`config.mk`:
```
export PLATFORM = sky130hd
export DESIGN_NAME = spfh_ctrl
export DESIGN_NICKNAME = d
export VERILOG_FILES = /design/src/rtl/shortest_path_first_hop_table_core_assert.svh /design/src/rtl/spfh_pkg.sv /design/src/rtl/spfh_ctrl.sv
export SDC_FILE = /design/constraint.sdc
export NUM_CORES = 1
export LEC_CHECK = 0
export BUFFER_PORTS_ARGS = -buffer_cell sky130_fd_sc_hd__buf_4
export CAP_MARGIN = 20
export CORE_MARGIN = 2
export CORE_UTILIZATION = 58
export DETAILED_ROUTE_END_ITERATION = 7
export PLACE_DENSITY = 0.86
export SLEW_MARGIN = 15
export SYNTH_ARGS = -nofsm -noshare
export SYNTH_HDL_FRONTEND = slang
export SYNTH_SLANG_ARGS = --single-unit
export TNS_END_PERCENT = 20
```
`constraint.sdc`:
```
create_clock -name clock -period 5.8 [get_ports clock]
set_input_delay 1.45 -clock clock [delete_from_list [all_inputs] [get_ports clock]]
set_output_delay 1.45 -clock clock [all_outputs]
set_load 0.02 [all_outputs]
```
`src/rtl/shortest_path_first_hop_table_core_assert.svh`:
```
// Assertion macros for the shortest path first hop table core.
`ifndef SHORTEST_PATH_FIRST_HOP_TABLE_CORE_ASSERT_SVH
`define SHORTEST_PATH_FIRST_HOP_TABLE_CORE_ASSERT_SVH

// Consequent must hold in the same cycle as the antecedent.
`define SPFH_ASSERT_NOW(lbl, ante, cons, msg) \
   lbl: assert property (@(posedge clock) disable iff (reset) (ante) |-> (cons)) \
      else $error(msg);

// Consequent must hold in the cycle after the antecedent.
`define SPFH_ASSERT_NEXT(lbl, ante, cons, msg) \
   lbl: assert property (@(posedge clock) disable iff (reset) (ante) |=> (cons)) \
      else $error(msg);

`endif

```
`src/rtl/spfh_pkg.sv`:
```
// Shared constants, codes and controller interface types of the routing table.
`default_nettype none
package spfh_pkg;
   localparam int MAX_NODES  = 256;
   localparam int NODE_W     = 8;
   localparam int COUNT_W    = 9;
   localparam int LEN_W      = 16;
   localparam int DIST_W     = 24;
   localparam int PAIR_W     = 2 * NODE_W;
   localparam int EDGE_W     = LEN_W + 1;
   localparam int NODE_REC_W = 2 + NODE_W + DIST_W;
   localparam int HOP_W      = NODE_W + 1;
   localparam int PAIR_DEPTH = MAX_NODES * MAX_NODES;

   typedef enum logic [1:0] {
      CMD_ADD   = 2'd0,
      CMD_SOLVE = 2'd1,
      CMD_QUERY = 2'd2,
      CMD_NONE  = 2'd3
   } command_type;

   localparam logic [1:0] STATUS_ROUTE    = 2'd0;
   localparam logic [1:0] STATUS_SELF     = 2'd1;
   localparam logic [1:0] STATUS_NO_ROUTE = 2'd2;
   localparam logic [1:0] STATUS_DONE     = 2'd3;

   // Commands from the controller to the datapath.
   typedef struct packed {
      logic              load;
      logic              clr_ready;
      logic              clr_we;
      logic [PAIR_W-1:0] clr_addr;
      logic              edge_rd_ab;
      logic              edge_wr_ab;
      logic              edge_wr_ba;
      logic [NODE_W-1:0] src;
      logic [NODE_W-1:0] idx;
      logic [NODE_W-1:0] pipe_idx;
      logic              init_we;
      logic              scan_clear;
      logic              scan_rd;
      logic              scan_take;
      logic              settle_we;
      logic              hop_par_rd;
      logic              hop_wr_direct;
      logic              hop_wr_copy;
      logic              relax_rd;
      logic              relax_take;
      logic              qry_rd;
      logic              emit_qry;
      logic              emit_done;
   } ctrl_cmd_type;

   // Status from the datapath to the controller.
   typedef struct packed {
      command_type        item_cmd;
      logic [COUNT_W-1:0] active_n;
      logic               upd_edge;
      logic               found;
      logic               pick_is_src;
      logic               par_is_src;
      logic               slot_free;
   } ctrl_sts_type;
endpackage
`default_nettype wire

```
`src/rtl/spfh_ctrl.sv`:
```
// Controller state machine that sequences edge loads, solves and queries.
`default_nettype none
module spfh_ctrl
   import spfh_pkg::*;
(
   input  wire logic         clock,
   input  wire logic         reset,
   input  wire logic         req_tvalid,
   output logic              req_tready,
   input  wire ctrl_sts_type sts,
   output ctrl_cmd_type      cmd
);
   typedef enum logic [3:0] {
      S_CLEAR, S_IDLE, S_DECODE, S_ADD_CHK, S_ADD_WR2, S_INIT, S_SCAN,
      S_SETTLE, S_HOP_CPY, S_RELAX, S_QRY_OUT, S_DONE_OUT
   } state_type;

   state_type          state_ff, state_in;
   logic [PAIR_W-1:0]  clr_cnt_ff, clr_cnt_in;
   logic [COUNT_W-1:0] j_ff, j_in;
   logic [NODE_W-1:0]  src_ff, src_in;
   logic               pipe_v_ff, pipe_v_in;
   logic [NODE_W-1:0]  pipe_idx_ff, pipe_idx_in;
   logic [COUNT_W-1:0] n_last;
   logic               issue;

   assign req_tready = (state_ff == S_IDLE);
   assign n_last     = sts.active_n - COUNT_W'(1);
   assign issue      = (j_ff != sts.active_n);

   // Next state, counters and datapath commands.
   always_comb begin
      state_in    = state_ff;
      clr_cnt_in  = clr_cnt_ff;
      j_in        = j_ff;
      src_in      = src_ff;
      pipe_v_in   = 1'b0;
      pipe_idx_in = pipe_idx_ff;
      cmd          = '0;
      cmd.clr_addr = clr_cnt_ff;
      cmd.src      = src_ff;
      cmd.idx      = j_ff[NODE_W-1:0];
      cmd.pipe_idx = pipe_idx_ff;
      case (state_ff)
         S_CLEAR: begin
            cmd.clr_we = 1'b1;
            clr_cnt_in = clr_cnt_ff + PAIR_W'(1);
            if (clr_cnt_ff == '1) begin
               state_in = S_IDLE;
            end
         end
         S_IDLE: begin
            if (req_tvalid) begin
               cmd.load = 1'b1;
               state_in = S_DECODE;
            end
         end
         S_DECODE: begin
            case (sts.item_cmd)
               CMD_ADD: begin
                  cmd.edge_rd_ab = 1'b1;
                  cmd.clr_ready  = 1'b1;
                  state_in       = S_ADD_CHK;
               end
               CMD_SOLVE: begin
                  src_in = '0;
                  j_in   = '0;
                  if (sts.active_n == '0) begin
                     state_in = S_DONE_OUT;
                  end else begin
                     state_in = S_INIT;
                  end
               end
               CMD_QUERY: begin
                  cmd.qry_rd = 1'b1;
                  state_in   = S_QRY_OUT;
               end
               default: begin
                  state_in = S_IDLE;
               end
            endcase
         end
         S_ADD_CHK: begin
            if (sts.upd_edge) begin
               cmd.edge_wr_ab = 1'b1;
               state_in       = S_ADD_WR2;
            end else begin
               state_in = S_IDLE;
            end
         end
         S_ADD_WR2: begin
            cmd.edge_wr_ba = 1'b1;
            state_in       = S_IDLE;
         end
         S_INIT: begin
            cmd.init_we = 1'b1;
            if (j_ff == n_last) begin
               j_in           = '0;
               cmd.scan_clear = 1'b1;
               state_in       = S_SCAN;
            end else begin
               j_in = j_ff + COUNT_W'(1);
            end
         end
         S_SCAN: begin
            cmd.scan_rd   = issue;
            cmd.scan_take = pipe_v_ff;
            pipe_v_in     = issue;
            pipe_idx_in   = j_ff[NODE_W-1:0];
            if (issue) begin
               j_in = j_ff + COUNT_W'(1);
            end else if (!pipe_v_ff) begin
               state_in = S_SETTLE;
            end
         end
         S_SETTLE: begin
            j_in = '0;
            if (!sts.found) begin
               if ({1'b0, src_ff} == n_last) begin
                  state_in = S_DONE_OUT;
               end else begin
                  src_in   = src_ff + NODE_W'(1);
                  state_in = S_INIT;
               end
            end else begin
               cmd.settle_we = 1'b1;
               if (sts.pick_is_src) begin
                  state_in = S_RELAX;
               end else if (sts.par_is_src) begin
                  cmd.hop_wr_direct = 1'b1;
                  state_in          = S_RELAX;
               end else begin
                  cmd.hop_par_rd = 1'b1;
                  state_in       = S_HOP_CPY;
               end
            end
         end
         S_HOP_CPY: begin
            cmd.hop_wr_copy = 1'b1;
            state_in        = S_RELAX;
         end
         S_RELAX: begin
            cmd.relax_rd   = issue;
            cmd.relax_take = pipe_v_ff;
            pipe_v_in      = issue;
            pipe_idx_in    = j_ff[NODE_W-1:0];
            if (issue) begin
               j_in = j_ff + COUNT_W'(1);
            end else if (!pipe_v_ff) begin
               j_in           = '0;
               cmd.scan_clear = 1'b1;
               state_in       = S_SCAN;
            end
         end
         S_QRY_OUT: begin
            if (sts.slot_free) begin
               cmd.emit_qry = 1'b1;
               state_in     = S_IDLE;
            end
         end
         S_DONE_OUT: begin
            if (sts.slot_free) begin
               cmd.emit_done = 1'b1;
               state_in      = S_IDLE;
            end
         end
         default: begin
            state_in = S_IDLE;
         end
      endcase
   end

   // State and counter registers; reset starts the edge clearing pass.
   always_ff @(posedge clock) begin
      if (reset) begin
         state_ff    <= S_CLEAR;
         clr_cnt_ff  <= '0;
         j_ff        <= '0;
         src_ff      <= '0;
         pipe_v_ff   <= 1'b0;
         pipe_idx_ff <= '0;
      end else begin
         state_ff    <= state_in;
         clr_cnt_ff  <= clr_cnt_in;
         j_ff        <= j_in;
         src_ff      <= src_in;
         pipe_v_ff   <= pipe_v_in;
         pipe_idx_ff <= pipe_idx_in;
      end
   end
endmodule
`default_nettype wire

```
==> impl_metrics.toml <==
[layout]
post-route-util_pct = 72.4
diodes = 0
regArea_um2 = 921
final_area_um2 = 3720
syn2layout_area_growth_pct = 19.4
n_fill_cell = 428
nets = 482
multiInputGateArea_um2 = 1990
drive_gt1_share_pct = 21.3

[clock_tree]
cts.sinks = 46
clock_path_buffers = 2
clk_latency_ps = 300
cts_resized = 0
ctsHoldBuffers = 0
cts_tree = "yes"
clockRootBuffer = "clkbuf_8"
cts_setup_buffers = 0
path_clk_slew_ps = 90
cts_max_level = 2
numCtsBuffers = 5

[hold_path]
hp-class = "register to register"
hold-path-endpoint = "pipe_idx_ff[3]"
min_from = "pipe_idx_ff[3]"
whs_path_depth = 2

[die]
die_area_um2 = 5970
die_w_um = 77.3
fp.dieH_um = 77.3
ios = 79
coreArea_um2 = 5140
start_util_pct = 60.6
rows = 26

[setup_path]
cp_max_fo = 10
r2r-end = "state_ff[2]"
critical_path_class = "input pin to output pin"
max_stage_delay_ps = 350
cp_common_cell = "buf_4"
reg2regPathDepth = 7
cp_cell_sequence = "buf_4 > inv_1 > ha_1 > or2_2 > a2111oi_0 > o21ai_0 > a22oi_1 > nand2_1 > o31ai_1 > buf_4"
slowest_stage = "a2111oi_0"
worstPathRequired_ps = 4350
end_kind = "output pin"
path_buf_inv = 3
cp-start-kind = "input pin"
worstPathArrival_ps = 3670
r2r_start = "state_ff[2]"
rrSetupSlack_ps = 2750
critical_path.top_delay_family = "compound AO/OA/AOI/OAI gates"

[placed_design]
globalplace.congestion = 0.950
dp.final_hpwl_mm = 5.89
port-buffer-count = 78
placed_cell_area_um2 = 3630

[synthesis]
syn_area_um2 = 3110
synth_edf_count = 0
synth_area_per_cell_um2 = 7.69
synth_seq_cells = 46
ys.flop_type = "dfxtp_1"
yosysTopAreaCellShare_pct = 29.6
synth_area_leaders = "dfxtp_1 (30%), xnor2_1 (6.7%), nor2_1 (6.5%)"
ys_warn_count = 0
syn_inst = 405
syn_nets = 428
yosys.area.top_type = "dfxtp_1"
yosysMostFrequentCell = "nor2_1"
synth_cell_types = 57
yosys-top-cells-count = "nor2_1 (54), dfxtp_1 (46), nand2_1 (31)"
ys_seq_area_share_pct = 29.6
synthArstFlopShare_pct = 0

[route]
vias_per_cell = 5.82
drtIter0Drc = 240
wl_mm = 7.77
dr_total_vias = 3082
drc = 0
wl_per_cell_um = 14.7
drtAntennaViolNets = 0
dr.pass1.iters = 5

[global_routing]
grt_max_degree = 33
antenna_found_initial = 0
grt-ovfl-total = 0
global_route.usage.total_pct = 26.1
grt_pass1_wl_mm = 13.0
grt_pass1_vias = 2789

[timing]
hold_ws_ps = 504
setup_viol_count_final = 0
setup_tns_ps = 0
rsz0062_at_grt = "false"
max-slew-margin-rel_pct = 30.0
fmax_mhz = 195
tightest_slew_ps = 1050
skew_ps = 12.9
hold_viol = 0
period_share_pct = 88.3
slew_violations = 0
timing.final.crit_period_ps = 5120

[power_and_ir_drop]
vdd.ir_drop.worst_uv = 183
power_uw = 882
power_leakage_nw = 1.53
powerDensity_nw_per_um2 = 237

[run_status]
status = "complete, no violations"

[flow_run]
drv_cap = 0
-- layout by cell type (no fill, tap or decap), drive strengths merged, types with 14 or more instances in the layout --
cell type  instances
xor2              16
xnor2             24
o21ai             20
nor2              55
a21oi             14
nand2             31
dfxtp             46
nand3             14
nor3              23
buf               79
-- layer usage --
metal,wire length (um),part of all wire (%),GRT usage (%)
met4,80,1.0,7.86
met3,483,6.2,4.12
met2,3760,48,45.4
met5,0,0,0
met1,3440,44,33.0
-- stage by stage --
step / setup slack, ps / cells
after global routing: 464 / 530
after detailed placement: 695 / 522
after global placement: 799 / 522
after floorplan: 858 / 405
after CTS: 695 / 530
final: 678 / 530
-- final cells by class --
class	count	share of cell area (%)
timing repair buffer	79	15.9
sequential	46	24.8
clock inverter	3	0.639
tap	70	2.35
multi-input combinational	317	53.4
clock buffer	5	1.85
inverter	10	1.01
-- how the worst max path moves through the flow --
stage,from,to,slack [ps],cells after the start
4_1_cts,sts[5],cmd[11],700,10
5_1_grt,sts[5],cmd[11],460,10
6_report,sts[5],cmd[11],680,10
3_5_place_dp,sts[5],cmd[11],690,10
2_1_floorplan,sts[5],cmd[11],860,10
3_3_place_gp,sts[5],cmd[11],800,10
-- report_power, final --
group,internal (mW),switching (mW),total (mW)
Clock,0.0863,0.119,0.206
Sequential,0.333,0.0449,0.378
Combinational,0.122,0.177,0.299
-- state kept, by name, indices dropped and copies added (netlist names) --
name and cells:
clr_cnt_ff 16, j_ff 9, pipe_idx_ff 8, src_ff 8, state_ff 4, pipe_v_ff 1
-- worst register-to-register path: stages (launching register included) --
cell and delay, ps:
dfxtp_1 730, nand2b_1 280, nor2_1 120, nor2_1 800, a21oi_1 130, nor3_1 520, a21oi_1 140, a41o_1 230
-- logic make-up (layout without fill, tap and decap cells) --
group | Yosys count | after routing | share of synthesized area, %
AND/OR/NAND/NOR | 183 | 183 | 29.5
AO/OA/AOI/OAI | 77 | 77 | 16.9
flip-flops | 46 | 46 | 29.6
buffers and inverters | 42 | 97 | 6.59
XOR/XNOR | 41 | 41 | 12.0
multiplexers | 12 | 12 | 3.86
adder cells (fa/ha/maj) | 4 | 4 | 1.61
No activity file was read; power rests on OpenSTA's default activity.
